File: config.mk
export PLATFORM = sky130hd
export DESIGN_NAME = log_pointer_recover_and_record_writer_core_flat
export DESIGN_NICKNAME = d
export VERILOG_FILES = /design/src/lpr_pkg.sv /design/src/lpr_if.sv /design/src/lpr_cfg.sv /design/src/lpr_ctrl.sv /design/src/lpr_dp.sv /design/src/log_pointer_recover_and_record_writer_core.sv /design/src/flat_wrapper.sv
export SDC_FILE = /design/constraint.sdc
export NUM_CORES = 1
export LEC_CHECK = 0
export ABC_AREA = 1
export ABC_CLOCK_PERIOD_IN_PS = 5300
export BUFFER_PORTS_ARGS = -buffer_cell sky130_fd_sc_hd__buf_2
export CAP_MARGIN = 20
export CORE_MARGIN = 2
export CORE_UTILIZATION = 42
export DETAILED_ROUTE_END_ITERATION = 8
export PLACE_DENSITY = 0.7
export SLEW_MARGIN = 10
export SYNTH_ARGS = -nofsm -noshare
export SYNTH_HDL_FRONTEND = slang
export SYNTH_SLANG_ARGS = --single-unit
File: constraint.sdc
create_clock -name i_clk -period 5.3 [get_ports i_clk]
set_clock_uncertainty 0.05 [all_clocks]
set_input_delay 0 -clock i_clk [delete_from_list [all_inputs] [get_ports i_clk]]
set_output_delay 0 -clock i_clk [all_outputs]
set_load 0.03 [all_outputs]
File: src/lpr_pkg.sv
// Shared types, constants and helper functions of the log pointer recover and record writer.
package lpr_pkg;

    localparam int unsigned ADDR_W = 18;
    localparam int unsigned PERIOD_W = 15;
    localparam int unsigned INTERVAL_W = 10;
    localparam int unsigned QUOT_W = 11;
    localparam int unsigned REC_W = 64;
    localparam int unsigned APB_ADDR_W = 3;
    localparam int unsigned APB_DATA_W = 32;

    localparam int unsigned LOG_START_DEF = 1024;
    localparam int unsigned LOG_END_DEF = 131072;

    localparam logic [PERIOD_W-1:0] PERIOD_RESET = 15'd30;
    // Battery-hour interval for the reset period of 30 seconds (28800 / 30).
    localparam logic [INTERVAL_W-1:0] INTERVAL_RESET = 10'd960;
    localparam logic [INTERVAL_W-1:0] HOUR_UNITS = 10'd960;
    // floor(period / 30) == (period * RECIP_30) >> RECIP_SHIFT for every 15-bit period.
    localparam logic [15:0] RECIP_30 = 16'd34953;
    localparam int unsigned RECIP_SHIFT = 20;
    localparam int unsigned PROD_W = PERIOD_W + 16;

    localparam logic [7:0] BYTE_ERASED = 8'hFF;
    localparam logic [7:0] BYTE_CAPPED = 8'hFE;
    localparam logic [REC_W-1:0] MARK_RECORD = 64'hFEFE_0000_FEFE_0000;

    localparam logic [4:0] MOD_LAST_STEP = 5'(ADDR_W - 1);
    localparam logic [3:0] DIV_LAST_STEP = 4'(INTERVAL_W - 1);

    typedef enum logic [1:0] {
        OP_START = 2'd0,
        OP_REPLY = 2'd1,
        OP_LOG   = 2'd2,
        OP_MARK  = 2'd3
    } t_op;

    typedef enum logic [1:0] {
        K_READ      = 2'd0,
        K_WRITE     = 2'd1,
        K_RECOVERED = 2'd2,
        K_FULL      = 2'd3
    } t_kind;

    typedef enum logic [1:0] {
        PH_IDLE = 2'd0,
        PH_MID  = 2'd1,
        PH_LOW  = 2'd2
    } t_phase;

    typedef enum logic [2:0] {
        EM_NONE   = 3'd0,
        EM_START  = 3'd1,
        EM_PH1    = 3'd2,
        EM_SEARCH = 3'd3,
        EM_FULL   = 3'd4,
        EM_BYTE   = 3'd5
    } t_emit;

    typedef struct packed {
        logic  capture;
        logic  resolve;
        logic  mod_step;
        t_emit emit;
    } t_dp_cmd;

    typedef struct packed {
        t_op    op;
        t_phase phase;
        logic   full;
        logic   mod_last;
        logic   byte_last;
        logic   slot_free;
    } t_dp_stat;

    // High byte of a sample; an all-ones byte is stored as 0xFE.
    function automatic logic [7:0] cap_high(input logic [15:0] v);
        logic [7:0] h;
        h = v[15:8];
        return (h == BYTE_ERASED) ? BYTE_CAPPED : h;
    endfunction

    // Even midpoint of the search window: 2 * ((low + high) / 4).
    function automatic logic [ADDR_W-1:0] midpoint(input logic [ADDR_W-1:0] lo,
                                                   input logic [ADDR_W-1:0] hi);
        logic [ADDR_W:0] sum;
        sum = {1'b0, lo} + {1'b0, hi};
        return {sum[ADDR_W:2], 1'b0};
    endfunction

endpackage

File: src/lpr_if.sv
// Request and result channel interfaces of the log pointer recover and record writer.
interface lpr_req_if;
    logic        valid;
    logic        ready;
    logic [1:0]  operation;
    logic [7:0]  read_byte;
    logic [15:0] red;
    logic [15:0] green;
    logic [15:0] blue;
    logic [15:0] activity;
    logic        range_flag;

    modport source (
        output valid, operation, read_byte, red, green, blue, activity, range_flag,
        input  ready
    );
    modport sink (
        input  valid, operation, read_byte, red, green, blue, activity, range_flag,
        output ready
    );
endinterface

interface lpr_res_if;
    logic        valid;
    logic        ready;
    logic [1:0]  kind;
    logic        bus_device;
    logic [15:0] bus_offset;
    logic [7:0]  write_data;
    logic        hour_due;
    logic [17:0] pointer;
    logic        last;

    modport source (
        output valid, kind, bus_device, bus_offset, write_data, hour_due, pointer, last,
        input  ready
    );
    modport sink (
        input  valid, kind, bus_device, bus_offset, write_data, hour_due, pointer, last,
        output ready
    );
endinterface

File: src/lpr_cfg.sv
// Period register with its APB port and the serial divider that derives the battery-hour interval.
module lpr_cfg (
    input  logic                                 i_clk,
    input  logic                                 i_rst_n,
    input  logic                                 psel,
    input  logic                                 penable,
    input  logic                                 pwrite,
    input  logic [lpr_pkg::APB_ADDR_W-1:0]       paddr,
    input  logic [lpr_pkg::APB_DATA_W-1:0]       pwdata,
    output logic [lpr_pkg::APB_DATA_W-1:0]       prdata,
    output logic                                 pready,
    output logic                                 o_busy,
    output logic [lpr_pkg::INTERVAL_W-1:0]       o_interval
);
    import lpr_pkg::*;

    logic [PERIOD_W-1:0]   r_log_period, n_log_period;
    logic [INTERVAL_W-1:0] r_interval, n_interval;
    logic                  r_busy, n_busy;
    logic                  r_mul, n_mul;
    logic [3:0]            r_step, n_step;
    logic [QUOT_W-1:0]     r_div, n_div;
    logic [QUOT_W-1:0]     r_rem, n_rem;
    logic [INTERVAL_W-1:0] r_dvd, n_dvd;
    logic [INTERVAL_W-1:0] r_quo, n_quo;

    logic                  w_sel0;
    logic                  w_write;
    logic [PROD_W-1:0]     w_prod;
    logic [QUOT_W-1:0]     w_q;
    logic [QUOT_W:0]       w_rem_sh;
    logic                  w_bit;
    logic [INTERVAL_W-1:0] w_quo;

    // Only the register at index zero exists; address bit 2 selects the register index.
    assign w_sel0  = (paddr[2] == 1'b0);
    assign w_write = psel && penable && pwrite && w_sel0;
    assign pready  = 1'b1;
    assign prdata  = w_sel0 ? {{(APB_DATA_W-PERIOD_W){1'b0}}, r_log_period} : '0;

    assign w_prod   = PROD_W'(r_log_period) * PROD_W'(RECIP_30);
    assign w_q      = w_prod[PROD_W-1:RECIP_SHIFT];
    assign w_rem_sh = {r_rem, r_dvd[INTERVAL_W-1]};
    assign w_bit    = (w_rem_sh >= {1'b0, r_div});
    assign w_quo    = {r_quo[INTERVAL_W-2:0], w_bit};

    always_comb begin
        n_log_period = r_log_period;
        n_interval   = r_interval;
        n_busy       = r_busy;
        n_mul        = r_mul;
        n_step       = r_step;
        n_div        = r_div;
        n_rem        = r_rem;
        n_dvd        = r_dvd;
        n_quo        = r_quo;
        if (w_write) begin
            n_log_period = pwdata[PERIOD_W-1:0];
            n_busy       = 1'b1;
            n_mul        = 1'b1;
        end else if (r_busy && r_mul) begin
            // Periods below 30 count as 30, so the divisor is at least one.
            n_div  = (w_q == '0) ? QUOT_W'(1) : w_q;
            n_mul  = 1'b0;
            n_step = '0;
            n_rem  = '0;
            n_dvd  = HOUR_UNITS;
            n_quo  = '0;
        end else if (r_busy) begin
            n_rem  = w_bit ? QUOT_W'(w_rem_sh - {1'b0, r_div}) : w_rem_sh[QUOT_W-1:0];
            n_dvd  = {r_dvd[INTERVAL_W-2:0], 1'b0};
            n_quo  = w_quo;
            n_step = r_step + 4'd1;
            if (r_step == DIV_LAST_STEP) begin
                n_busy     = 1'b0;
                n_interval = (w_quo == '0) ? INTERVAL_W'(1) : w_quo;
            end
        end
    end

    always_ff @(posedge i_clk) begin
        if (!i_rst_n) begin
            r_log_period <= PERIOD_RESET;
            r_interval   <= INTERVAL_RESET;
            r_busy       <= 1'b0;
            r_mul        <= 1'b0;
            r_step       <= '0;
        end else begin
            r_log_period <= n_log_period;
            r_interval   <= n_interval;
            r_busy       <= n_busy;
            r_mul        <= n_mul;
            r_step       <= n_step;
        end
        r_div <= n_div;
        r_rem <= n_rem;
        r_dvd <= n_dvd;
        r_quo <= n_quo;
    end

    assign o_busy     = r_busy;
    assign o_interval = r_interval;

endmodule

File: src/lpr_ctrl.sv
// Controller state machine that sequences each request through the datapath.
module lpr_ctrl (
    input  logic              i_clk,
    input  logic              i_rst_n,
    input  logic              i_in_valid,
    input  logic              i_cfg_busy,
    input  lpr_pkg::t_dp_stat i_stat,
    output logic              o_in_ready,
    output lpr_pkg::t_dp_cmd  o_cmd
);
    import lpr_pkg::*;

    typedef enum logic [8:0] {
        S_IDLE     = 9'b000000001,
        S_DISPATCH = 9'b000000010,
        S_START    = 9'b000000100,
        S_PH1      = 9'b000001000,
        S_RESOLVE  = 9'b000010000,
        S_FINISH   = 9'b000100000,
        S_FULL     = 9'b001000000,
        S_MOD      = 9'b010000000,
        S_BYTES    = 9'b100000000
    } t_state;

    t_state r_state, n_state;

    always_comb begin
        n_state    = r_state;
        o_in_ready = 1'b0;
        o_cmd      = '{capture: 1'b0, resolve: 1'b0, mod_step: 1'b0, emit: EM_NONE};
        unique case (r_state)
            S_IDLE: begin
                o_in_ready = !i_cfg_busy;
                if (i_in_valid && !i_cfg_busy) begin
                    o_cmd.capture = 1'b1;
                    n_state       = S_DISPATCH;
                end
            end
            S_DISPATCH: begin
                unique case (i_stat.op)
                    OP_START: n_state = S_START;
                    OP_REPLY: begin
                        if (i_stat.phase == PH_MID) begin
                            n_state = S_PH1;
                        end else if (i_stat.phase == PH_LOW) begin
                            n_state = S_RESOLVE;
                        end else begin
                            n_state = S_IDLE;
                        end
                    end
                    OP_LOG:   n_state = i_stat.full ? S_FULL : S_MOD;
                    OP_MARK:  n_state = i_stat.full ? S_FULL : S_BYTES;
                    default:  n_state = S_IDLE;
                endcase
            end
            S_START: begin
                if (i_stat.slot_free) begin
                    o_cmd.emit = EM_START;
                    n_state    = S_IDLE;
                end
            end
            S_PH1: begin
                if (i_stat.slot_free) begin
                    o_cmd.emit = EM_PH1;
                    n_state    = S_IDLE;
                end
            end
            S_RESOLVE: begin
                o_cmd.resolve = 1'b1;
                n_state       = S_FINISH;
            end
            S_FINISH: begin
                if (i_stat.slot_free) begin
                    o_cmd.emit = EM_SEARCH;
                    n_state    = S_IDLE;
                end
            end
            S_FULL: begin
                if (i_stat.slot_free) begin
                    o_cmd.emit = EM_FULL;
                    n_state    = S_IDLE;
                end
            end
            S_MOD: begin
                o_cmd.mod_step = 1'b1;
                if (i_stat.mod_last) begin
                    n_state = S_BYTES;
                end
            end
            S_BYTES: begin
                if (i_stat.slot_free) begin
                    o_cmd.emit = EM_BYTE;
                    if (i_stat.byte_last) begin
                        n_state = S_IDLE;
                    end
                end
            end
            default: n_state = S_IDLE;
        endcase
    end

    always_ff @(posedge i_clk) begin
        if (!i_rst_n) begin
            r_state <= S_IDLE;
        end else begin
            r_state <= n_state;
        end
    end

endmodule

File: src/lpr_dp.sv
// Datapath: pointer and search registers, record packing, pointer modulo unit and result register.
module lpr_dp #(
    parameter int unsigned LOG_START = lpr_pkg::LOG_START_DEF,
    parameter int unsigned LOG_END   = lpr_pkg::LOG_END_DEF
) (
    input  logic                           i_clk,
    input  logic                           i_rst_n,
    input  lpr_pkg::t_dp_cmd               i_cmd,
    input  logic [lpr_pkg::INTERVAL_W-1:0] i_interval,
    output lpr_pkg::t_dp_stat              o_stat,
    lpr_req_if.sink                        i_req,
    lpr_res_if.source                      o_res
);
    import lpr_pkg::*;

    localparam logic [ADDR_W-1:0] START_A = ADDR_W'(LOG_START);
    localparam logic [ADDR_W-1:0] END_A   = ADDR_W'(LOG_END);
    localparam logic [ADDR_W-1:0] LIMIT_A = ADDR_W'(LOG_END - 8);
    localparam logic [ADDR_W-1:0] MID0_A  = midpoint(START_A, END_A);

    // Search and pointer state.
    logic [ADDR_W-1:0]     r_wp, n_wp;
    logic [ADDR_W-1:0]     r_low, n_low;
    logic [ADDR_W-1:0]     r_high, n_high;
    logic [ADDR_W-1:0]     r_probe, n_probe;
    logic [7:0]            r_pv, n_pv;
    t_phase                r_phase, n_phase;
    // Per-request working registers.
    t_op                   r_op, n_op;
    logic [7:0]            r_rb, n_rb;
    logic [REC_W-1:0]      r_rec, n_rec;
    logic [2:0]            r_idx, n_idx;
    logic [4:0]            r_mcnt, n_mcnt;
    logic [ADDR_W-1:0]     r_msh, n_msh;
    logic [INTERVAL_W-1:0] r_rem, n_rem;
    logic                  r_found, n_found;
    logic [ADDR_W-1:0]     r_aw, n_aw;
    // Result register.
    logic                  r_ov, n_ov;
    t_kind                 r_kind, n_kind;
    logic                  r_dev, n_dev;
    logic [15:0]           r_off, n_off;
    logic [7:0]            r_data, n_data;
    logic                  r_hour, n_hour;
    logic [ADDR_W-1:0]     r_ptr, n_ptr;
    logic                  r_last, n_last;

    logic                  w_slot_free;
    logic [15:0]           w_act;
    logic [REC_W-1:0]      w_rec;
    logic [INTERVAL_W:0]   w_rem_sh;
    logic [ADDR_W-1:0]     w_mid;
    logic [ADDR_W-1:0]     w_al;
    logic [ADDR_W-1:0]     w_rd_addr;
    logic [ADDR_W-1:0]     w_wr_addr;
    logic [ADDR_W-1:0]     w_wp_next;
    logic                  w_full;

    assign w_slot_free = !r_ov || o_res.ready;
    assign w_act = {i_req.activity[15:1], i_req.range_flag};
    assign w_rec = (t_op'(i_req.operation) == OP_MARK) ? MARK_RECORD :
                   {cap_high(i_req.red), i_req.red[7:0],
                    cap_high(i_req.green), i_req.green[7:0],
                    cap_high(i_req.blue), i_req.blue[7:0],
                    cap_high(w_act), w_act[7:0]};

    assign w_rem_sh  = {r_rem, r_msh[ADDR_W-1]};
    assign w_mid     = midpoint(r_low, r_high);
    assign w_al      = ({r_aw[ADDR_W-1:3], 3'b000} <= START_A) ? START_A
                                                             : {r_aw[ADDR_W-1:3], 3'b000};
    assign w_rd_addr = r_probe - ADDR_W'(2);
    assign w_wr_addr = r_wp + ADDR_W'(r_idx);
    assign w_wp_next = r_wp + ADDR_W'(8);
    assign w_full    = ({1'b0, r_wp} + (ADDR_W+1)'(8)) > (ADDR_W+1)'(LOG_END);

    always_comb begin
        n_wp    = r_wp;
        n_low   = r_low;
        n_high  = r_high;
        n_probe = r_probe;
        n_pv    = r_pv;
        n_phase = r_phase;
        n_op    = r_op;
        n_rb    = r_rb;
        n_rec   = r_rec;
        n_idx   = r_idx;
        n_mcnt  = r_mcnt;
        n_msh   = r_msh;
        n_rem   = r_rem;
        n_found = r_found;
        n_aw    = r_aw;
        n_ov    = r_ov && !o_res.ready;
        n_kind  = r_kind;
        n_dev   = r_dev;
        n_off   = r_off;
        n_data  = r_data;
        n_hour  = r_hour;
        n_ptr   = r_ptr;
        n_last  = r_last;

        if (i_cmd.capture) begin
            n_op   = t_op'(i_req.operation);
            n_rb   = i_req.read_byte;
            n_rec  = w_rec;
            n_idx  = '0;
            n_mcnt = '0;
            n_msh  = r_wp;
            n_rem  = '0;
        end

        // One restoring step of write_pointer modulo interval, most significant bit first.
        if (i_cmd.mod_step) begin
            n_rem  = (w_rem_sh >= {1'b0, i_interval})
                   ? INTERVAL_W'(w_rem_sh - {1'b0, i_interval}) : w_rem_sh[INTERVAL_W-1:0];
            n_msh  = {r_msh[ADDR_W-2:0], 1'b0};
            n_mcnt = r_mcnt + 5'd1;
        end

        // Evaluate both probe bytes and narrow the window.
        if (i_cmd.resolve) begin
            n_found = 1'b0;
            n_aw    = r_probe;
            if (r_pv == BYTE_ERASED && r_rb != BYTE_ERASED) begin
                n_found = 1'b1;
            end else if (r_pv == BYTE_ERASED && r_probe > START_A) begin
                n_high = {r_probe[ADDR_W-1:1], 1'b0};
            end else if (r_probe <= START_A) begin
                n_aw    = START_A;
                n_found = 1'b1;
            end else begin
                n_low = {r_probe[ADDR_W-1:1], 1'b0};
            end
            if (n_aw >= LIMIT_A) begin
                n_found = 1'b1;
            end
        end

        if (i_cmd.emit != EM_NONE) begin
            n_ov   = 1'b1;
            n_kind = K_READ;
            n_dev  = 1'b0;
            n_off  = '0;
            n_data = '0;
            n_hour = 1'b0;
            n_ptr  = r_wp;
            n_last = 1'b1;
        end

        unique case (i_cmd.emit)
            EM_NONE: begin
            end
            EM_START: begin
                n_low   = START_A;
                n_high  = END_A;
                n_probe = MID0_A;
                n_phase = PH_MID;
                n_dev   = |MID0_A[ADDR_W-1:16];
                n_off   = MID0_A[15:0];
            end
            EM_PH1: begin
                n_pv    = r_rb;
                n_phase = PH_LOW;
                n_dev   = |w_rd_addr[ADDR_W-1:16];
                n_off   = w_rd_addr[15:0];
            end
            EM_SEARCH: begin
                if (!r_found && w_mid != r_aw) begin
                    n_probe = w_mid;
                    n_phase = PH_MID;
                    n_dev   = |w_mid[ADDR_W-1:16];
                    n_off   = w_mid[15:0];
                end else begin
                    n_wp    = w_al;
                    n_probe = w_al;
                    n_phase = PH_IDLE;
                    n_kind  = K_RECOVERED;
                    n_ptr   = w_al;
                end
            end
            EM_FULL: begin
                n_kind = K_FULL;
            end
            EM_BYTE: begin
                n_kind = K_WRITE;
                n_dev  = |w_wr_addr[ADDR_W-1:16];
                n_off  = w_wr_addr[15:0];
                n_data = r_rec[REC_W-1 -: 8];
                n_hour = (r_op == OP_LOG) && (r_idx == '0) && (r_rem == '0);
                n_ptr  = w_wp_next;
                n_last = (r_idx == 3'd7);
                n_rec  = {r_rec[REC_W-9:0], 8'h00};
                n_idx  = r_idx + 3'd1;
                if (r_idx == 3'd7) begin
                    n_wp = w_wp_next;
                end
            end
            default: begin
            end
        endcase
    end

    always_ff @(posedge i_clk) begin
        if (!i_rst_n) begin
            r_wp    <= '0;
            r_low   <= START_A;
            r_high  <= END_A;
            r_probe <= '0;
            r_pv    <= '0;
            r_phase <= PH_IDLE;
            r_ov    <= 1'b0;
        end else begin
            r_wp    <= n_wp;
            r_low   <= n_low;
            r_high  <= n_high;
            r_probe <= n_probe;
            r_pv    <= n_pv;
            r_phase <= n_phase;
            r_ov    <= n_ov;
        end
        r_op    <= n_op;
        r_rb    <= n_rb;
        r_rec   <= n_rec;
        r_idx   <= n_idx;
        r_mcnt  <= n_mcnt;
        r_msh   <= n_msh;
        r_rem   <= n_rem;
        r_found <= n_found;
        r_aw    <= n_aw;
        r_kind  <= n_kind;
        r_dev   <= n_dev;
        r_off   <= n_off;
        r_data  <= n_data;
        r_hour  <= n_hour;
        r_ptr   <= n_ptr;
        r_last  <= n_last;
    end

    assign o_stat = '{op: r_op, phase: r_phase, full: w_full,
                      mod_last: (r_mcnt == MOD_LAST_STEP),
                      byte_last: (r_idx == 3'd7), slot_free: w_slot_free};

    assign o_res.valid      = r_ov;
    assign o_res.kind       = r_kind;
    assign o_res.bus_device = r_dev;
    assign o_res.bus_offset = r_off;
    assign o_res.write_data = r_data;
    assign o_res.hour_due   = r_hour;
    assign o_res.pointer    = r_ptr;
    assign o_res.last       = r_last;

endmodule

File: src/log_pointer_recover_and_record_writer_core.sv
// Top level of the log pointer recover and record writer: controller, datapath and period register.
// Sequence: each request passes the dispatch state; a start or reply then loads its result into
// the output register once the output slot is free (a closing reply after the resolve state);
// a mark writes one byte per cycle while results flow; a log first runs bit-serial pointer modulo.
// Throughput: one request at a time; the next is accepted once the last result is loaded.
// Reset (synchronous, active low) clears the pointer and the search state and sets the period
// to 30 s; a period write keeps the request channel stalled while the interval divider runs.
module log_pointer_recover_and_record_writer_core #(
    parameter int unsigned LOG_START = lpr_pkg::LOG_START_DEF,
    parameter int unsigned LOG_END   = lpr_pkg::LOG_END_DEF
) (
    input  logic                             i_clk,
    input  logic                             i_rst_n,
    lpr_req_if.sink                          i_req,
    lpr_res_if.source                        o_res,
    input  logic                             psel,
    input  logic                             penable,
    input  logic                             pwrite,
    input  logic [lpr_pkg::APB_ADDR_W-1:0]   paddr,
    input  logic [lpr_pkg::APB_DATA_W-1:0]   pwdata,
    output logic [lpr_pkg::APB_DATA_W-1:0]   prdata,
    output logic                             pready
);
    import lpr_pkg::*;

    t_dp_cmd               w_cmd;
    t_dp_stat              w_stat;
    logic                  w_in_ready;
    logic                  w_cfg_busy;
    logic [INTERVAL_W-1:0] w_interval;

    // The period register also owns the divider that turns the period into the number of
    // bytes between battery-hour marks; requests wait while it runs.
    lpr_cfg u_cfg (
        .i_clk      (i_clk),
        .i_rst_n    (i_rst_n),
        .psel       (psel),
        .penable    (penable),
        .pwrite     (pwrite),
        .paddr      (paddr),
        .pwdata     (pwdata),
        .prdata     (prdata),
        .pready     (pready),
        .o_busy     (w_cfg_busy),
        .o_interval (w_interval)
    );

    // The controller decides the order of work; the datapath holds every value.
    lpr_ctrl u_ctrl (
        .i_clk      (i_clk),
        .i_rst_n    (i_rst_n),
        .i_in_valid (i_req.valid),
        .i_cfg_busy (w_cfg_busy),
        .i_stat     (w_stat),
        .o_in_ready (w_in_ready),
        .o_cmd      (w_cmd)
    );

    lpr_dp #(
        .LOG_START (LOG_START),
        .LOG_END   (LOG_END)
    ) u_dp (
        .i_clk      (i_clk),
        .i_rst_n    (i_rst_n),
        .i_cmd      (w_cmd),
        .i_interval (w_interval),
        .o_stat     (w_stat),
        .i_req      (i_req),
        .o_res      (o_res)
    );

    // A request is taken only while the controller idles and no period update is pending.
    assign i_req.ready = w_in_ready;

endmodule

File: src/flat_wrapper.sv
// flat-port wrapper written by rule: the top's interface ports become plain ports
module log_pointer_recover_and_record_writer_core_flat import lpr_pkg::*;
#(
    parameter int unsigned LOG_START = lpr_pkg::LOG_START_DEF,
    parameter int unsigned LOG_END   = lpr_pkg::LOG_END_DEF
)
  (i_clk, i_rst_n, psel, penable, pwrite, paddr, pwdata, prdata, pready, i_req_valid, i_req_operation, i_req_read_byte, i_req_red, i_req_green, i_req_blue, i_req_activity, i_req_range_flag, i_req_ready, o_res_valid, o_res_kind, o_res_bus_device, o_res_bus_offset, o_res_write_data, o_res_hour_due, o_res_pointer, o_res_last, o_res_ready);
  lpr_req_if i_req_i ();
  lpr_res_if o_res_i ();
  input  logic i_clk;
  input  logic i_rst_n;
  input  logic psel;
  input  logic penable;
  input  logic pwrite;
  input  logic [lpr_pkg::APB_ADDR_W-1:0] paddr;
  input  logic [lpr_pkg::APB_DATA_W-1:0] pwdata;
  output logic [lpr_pkg::APB_DATA_W-1:0] prdata;
  output logic pready;
  input wire logic [$bits(i_req_i.valid)-1:0] i_req_valid;
  input wire logic [$bits(i_req_i.operation)-1:0] i_req_operation;
  input wire logic [$bits(i_req_i.read_byte)-1:0] i_req_read_byte;
  input wire logic [$bits(i_req_i.red)-1:0] i_req_red;
  input wire logic [$bits(i_req_i.green)-1:0] i_req_green;
  input wire logic [$bits(i_req_i.blue)-1:0] i_req_blue;
  input wire logic [$bits(i_req_i.activity)-1:0] i_req_activity;
  input wire logic [$bits(i_req_i.range_flag)-1:0] i_req_range_flag;
  output wire logic [$bits(i_req_i.ready)-1:0] i_req_ready;
  output wire logic [$bits(o_res_i.valid)-1:0] o_res_valid;
  output wire logic [$bits(o_res_i.kind)-1:0] o_res_kind;
  output wire logic [$bits(o_res_i.bus_device)-1:0] o_res_bus_device;
  output wire logic [$bits(o_res_i.bus_offset)-1:0] o_res_bus_offset;
  output wire logic [$bits(o_res_i.write_data)-1:0] o_res_write_data;
  output wire logic [$bits(o_res_i.hour_due)-1:0] o_res_hour_due;
  output wire logic [$bits(o_res_i.pointer)-1:0] o_res_pointer;
  output wire logic [$bits(o_res_i.last)-1:0] o_res_last;
  input wire logic [$bits(o_res_i.ready)-1:0] o_res_ready;
  assign i_req_i.valid = i_req_valid;
  assign i_req_i.operation = i_req_operation;
  assign i_req_i.read_byte = i_req_read_byte;
  assign i_req_i.red = i_req_red;
  assign i_req_i.green = i_req_green;
  assign i_req_i.blue = i_req_blue;
  assign i_req_i.activity = i_req_activity;
  assign i_req_i.range_flag = i_req_range_flag;
  assign i_req_ready = i_req_i.ready;
  assign o_res_valid = o_res_i.valid;
  assign o_res_kind = o_res_i.kind;
  assign o_res_bus_device = o_res_i.bus_device;
  assign o_res_bus_offset = o_res_i.bus_offset;
  assign o_res_write_data = o_res_i.write_data;
  assign o_res_hour_due = o_res_i.hour_due;
  assign o_res_pointer = o_res_i.pointer;
  assign o_res_last = o_res_i.last;
  assign o_res_i.ready = o_res_ready;
  log_pointer_recover_and_record_writer_core #(.LOG_START(LOG_START), .LOG_END(LOG_END)) u_core (.i_clk(i_clk), .i_rst_n(i_rst_n), .i_req(i_req_i), .o_res(o_res_i), .psel(psel), .penable(penable), .pwrite(pwrite), .paddr(paddr), .pwdata(pwdata), .prdata(prdata), .pready(pready));
endmodule
# Yosys cells after proc, flatten, opt, wreduce, memory -nomap -nowiden
# Cells that the tools add are included.
# W data, S select, Z words.
[classes]
order_cmp = 7
n_eq_ne = 38
add_sub_neg = 10
multipliers = 1
reduce_logical = 43
bitwise = 7
muxes = 85
[op_table]
columns = ["operator", "n"]
rows = [
  ["$mux W18", 12],
  ["$mux W64", 3],
  ["$pmux W18 S2", 3],
  ["$pmux W16 S4", 1],
  ["$mux W9", 7],
  ["$mux W8", 7],
  ["$pmux W9 S6", 1],
  ["$mux W10", 5],
  ["$eq A8 B8 Y1 const B", 5],
  ["$le A18 B11 Y1 const B", 2],
  ["$pmux W9 S4", 1],
  ["$mux W16", 2],
  ["$mul A15 B16 Y31 const B", 1],
  ["$mux W1", 22],
  ["$mux W11", 2],
  ["$logic_not A10 Y1", 2],
  ["$mux W5", 4],
  ["$add A18 B18 Y19", 1],
  ["$add A18 B4 Y19 const B", 1],
  ["$gt A19 B18 Y1 const B", 1],
  ["$add A18 B3 Y18", 1],
  ["$add A18 B4 Y18 const B", 1],
  ["$ge A18 B17 Y1 const B", 1],
  ["$gt A18 B11 Y1 const B", 1],
  ["other kinds (50)", 104],
]
[totals]
wordCells = 226
register_bits = 332

# Logic depth before layout (Yosys ltp)
[logic_depth]
word_depth = 8
mapped_depth = 24
depth_no_buf = 24

# Worst setup path after synthesis
# Ideal clock, no wire load.
[synth_path]
path_kind = "register to register"
start = "register u_core.u_cfg.r_log_period[11]"
end = "register u_core.u_cfg.r_div[0], data pin"
synth_period_minus_slack_ns = 4.117
setup_slack_ns = 1.183
path_stages_with_launch = 19
setup_ns = 0.258
arrival_ns = 3.809
required_time_ns = 4.992
cell_sequence = "dfxtp_1 ha_1 fa_1 inv_1 fa_1 inv_1 fa_1 ha_1 ha_1 a21oi_1 a21boi_0 nor2_1 o211ai_1 nand3_1 xor2_1 nand2_1 nor2_1 nand3_1 nand2_1"
[synth_via]
elab_chain_len = 2
[synth_rtl]
columns = ["element", "line_no", "source"]
rows = [
  ["from (decl)", "lpr_cfg.sv:17", "logic [PERIOD_W-1:0] r_log_period, n_log_period;"],
  ["from (signal assigned)", "lpr_cfg.sv:89", "r_log_period <= n_log_period;"],
  ["$mul A15 B16 Y31 (*)", "lpr_cfg.sv:41", "assign w_prod = PROD_W'(r_log_period) * PROD_W'(RECIP_30);"],
  ["$logic_not A11 Y1", "lpr_cfg.sv:63", "n_div = (w_q == '0) ? QUOT_W'(1) : w_q;"],
  ["to (signal assigned)", "lpr_cfg.sv:95", "r_div <= n_div;"],
  ["to (decl)", "lpr_cfg.sv:22", "logic [QUOT_W-1:0] r_div, n_div;"],
]
# Every way passes the cells marked *; elsewhere a longest branch is shown, timed or not.
# A chain may end at the register's enable or synchronous reset.

# Worst setup path after layout
# Same ends and word-level chain as after synthesis.

==> impl_results.md <==
- R2r endpoint: u_core.u_cfg.r_div[0]$_SDFFCE_PN1P_
- Max_slew headroom: 0.420
- R2R Path Start: u_core.u_cfg.r_log_period[11]$_SDFFE_PN0P_
- HPWL Detailed: 38,400 microns
- Routed wire length: 54,500 microns
- Final Hold Vio Count: 0
- Critical path type: flop to flop
- Die H: 219 microns
- Max cap viols: 0
- Routed met2 length: 25,900 microns
- Clk_lat worst skew: 0.54 ns
- Core box area: 45,500 sq um
- Total gr overflow: 0
- Fin crit share: 0.872
- Io pins: 199
- Iter 0 DRT Violations: 1,790
- Synthesized flop and latch total: 326
- Post-synth top cells: nand2_1, inv_1, nor2_1
- Largest net degree at the start of global routing: 78
- Die Wd: 219 microns
- Worst-path clk slew: 0.07 ns
- Post-synth EDFFs: 164
- Post-synth top area cell: edfxtp_1
- Critical Path RT: 5.66 ns
- Met3 WL post-DR: 3280 microns
- Final setup violation count: 0
- Async SR Flop Fraction: 0
- Yosys warns: 0
- Reg-to-reg slack, setup: 0.68 ns
- Clock root cell: clkbuf_16
- Synth Instances: 2,434
- WHS Path Cells: 4
- Slew Viols, Final: 0
- Syn avg cell area: 7.97 sq um
- DR WL/cell: 16.6 microns
- VDD IR-drop max: 0.290 mV
- Cell area after synthesis: 19,400 sq um
- Critical path arrival: 4.98 ns
- Initial Util: 0.427
- Hold Crit Class: input port to flop
- Max clock buf depth: 3
- Post-CTS Setup Inserts: 0
- Worst Reg2Reg Path Length in Cells: 18
- Outcome: finished, final reports clean
- Leakage: 10.4 nW
- Port bufs: 160
- Area contributors post-synth: edfxtp_1, dfxtp_1, nand2_1
- Hold Crit Start: penable
- Area Overhead vs Synth: 16.7%
- CTS Hold Bufs: 93
- Top sig layer: met4
- Inserted Clock Buffers: 36
- Ys flop type: edfxtp_1
- Min Tclk post-route: 4.62 ns
- FP Rows: 78
- WL met1: 23,000 microns
- Layout Nets: 2,920
- Vias in the first global route: 16,700
- Setup crit end kind: flop
- Gr usage total: 0.221
- Final ANT Viol Nets: 0
- Fmax: 0.216 GHz
- Post-DR vias/cell: 5.31
- Initial antenna violation count: 3
- Setup TNS: 0 ns
- GPL Wtd Cong: 0.944
- CTS sink cnt: 326
- Power per cell area: 356 nW/um^2
- First-pass GRT wire length: 85,500 microns
- Yosys top cell area share: 0.254
- Worst Path Max Fanout: 5
- # H-tree levels: 2
- Top-count cell post-synth: nand2_1
- Post-CTS Resized: 0
- Vias: 17,400
- DRT Pass-1 Iters: 5
- # DRC: 0
- Hold EP: u_core.u_cfg.r_log_period[2]$_SDFFE_PN1P_
- Unrepaired setup endpoints after global routing: false
- Fillers: 4,221
- Worst Tran Pin Value: 0.866 ns
- Die area: 47,900 sq um
- CTS tree: yes
- Yosys cell types: 58
- Layout cells sized above 1: 0.100
- CP Launch Type: flop
- Register area share after synthesis: 0.421
- Tot Pwr: 8.06 mW
routing by layer:
metal	vias up	global-route usage
met1	8081	0.285
li1	8523	-
met5	-	0
met2	657	0.371
met3	158	0.0328
met4	0	0.0946
registers in the layout, indices dropped and copies added (netlist names), 10 cells and up:
signal                        count
u_core.u_dp.r_rec                64
u_core.u_dp.o_res.pointer        18
u_core.u_dp.r_aw                 17
u_core.u_dp.r_high               17
u_core.u_dp.r_low                17
u_core.u_dp.r_msh                17
u_core.u_dp.r_probe              17
u_core.u_dp.o_res.bus_offset     16
u_core.u_cfg.r_log_period        15
u_core.u_dp.r_wp                 15
u_core.u_cfg.r_div               11
u_core.u_cfg.r_rem               11
u_core.u_cfg.o_interval          10
u_core.u_dp.r_rem                10
layout by cell type, fill, tap and decap left out, types with 35 or more instances in the layout:
cell type and n:
nor2_1 257, edfxtp_1 164, dlygate4sd3_1 93, ha_1 133, nand4_1 43, a21oi_1 181, xor2_1 35, nand2_1 480
buf_2 160, nand3_1 170, dfxtp_1 162, clkbuf_16 38, o21ai_0 157, inv_1 323
worst max-delay path, cell delays in order, from the launching register on:
cell and delay [ns]:
dfxtp_1 0.45, ha_1 0.29, fa_1 0.51, inv_1 0.06
fa_1 0.52, inv_1 0.06, fa_1 0.46, ha_1 0.31
ha_1 0.33, a21oi_1 0.24, a21boi_0 0.25, nor2_1 0.08
o211ai_1 0.18, nand3_1 0.14, xor2_1 0.22, nand2_1 0.07
nor2_1 0.11, nand3_1 0.08, nand2_1 0.07
area by class of cell:
| cell class | count | area (sq um) | area share |
|---|---|---|---|
| multi-input cells | 1681 | 9500 | 0.420 |
| flip-flops and latches | 326 | 8170 | 0.361 |
| repair buffers | 268 | 1850 | 0.0818 |
| inverters | 333 | 1250 | 0.0552 |
| clock buffers | 56 | 1050 | 0.0465 |
| well taps | 600 | 751 | 0.0332 |
| clock inverters | 9 | 51.3 | 0.00227 |
| diodes | 6 | 15.0 | 0.000663 |
cells by family after synthesis:
logic type / Yosys count / share of synthesized area
and+or+nand+nor: 1035 / 0.229
buffers and inverters: 444 / 0.0932
AOI/OAI and AO/OA: 424 / 0.123
DFF: 326 / 0.421
adders and majority gates: 157 / 0.111
xor gates and xnor gates: 45 / 0.0217
other: 2 / 0.000387
muxes: 1 / 0.000516
how the worst max path moves through the flow:
stage	startpoint	to	slack, ns	depth (start not counted)
2_1_floorplan	u_core.u_cfg.r_log_period[11]$_SDFFE_PN0P_	u_core.u_cfg.r_div[0]$_SDFFCE_PN1P_	1.18	18
3_3_place_gp	u_core.u_cfg.r_log_period[11]$_SDFFE_PN0P_	u_core.u_cfg.r_div[0]$_SDFFCE_PN1P_	0.89	18
3_5_place_dp	u_core.u_cfg.r_log_period[11]$_SDFFE_PN0P_	u_core.u_cfg.r_div[0]$_SDFFCE_PN1P_	0.73	18
4_1_cts	u_core.u_cfg.r_log_period[11]$_SDFFE_PN0P_	u_core.u_cfg.r_div[0]$_SDFFCE_PN1P_	0.70	18
5_1_grt	u_core.u_cfg.r_log_period[11]$_SDFFE_PN0P_	u_core.u_cfg.r_div[0]$_SDFFCE_PN1P_	0.47	18
6_report	u_core.u_cfg.r_log_period[11]$_SDFFE_PN0P_	u_core.u_cfg.r_div[0]$_SDFFCE_PN1P_	0.68	18
report_power, final:
part           switching (mW)  internal, mW  total, mW
clock network            1.04          1.37       2.41
logic                    1.51         0.681       2.20
registers               0.263          3.20       3.46
total                    2.81          5.25       8.06
per-stage QoR:
step                 util  worst slack [ns]  std cells  instance area (sq um)  hold slack [ns]
floorplan               -              1.18       2451                  19500           0.0489
global placement    0.452             0.886       3114                  20600            0.130
detailed placement  0.452             0.732       3114                  20600            0.129
CTS                 0.497             0.704       3272                  22600           0.0538
global route        0.498             0.467       3276                  22600           0.0948
finish              0.498             0.677       3279                  22600           0.0677
(Power assumes the default switching activity.)
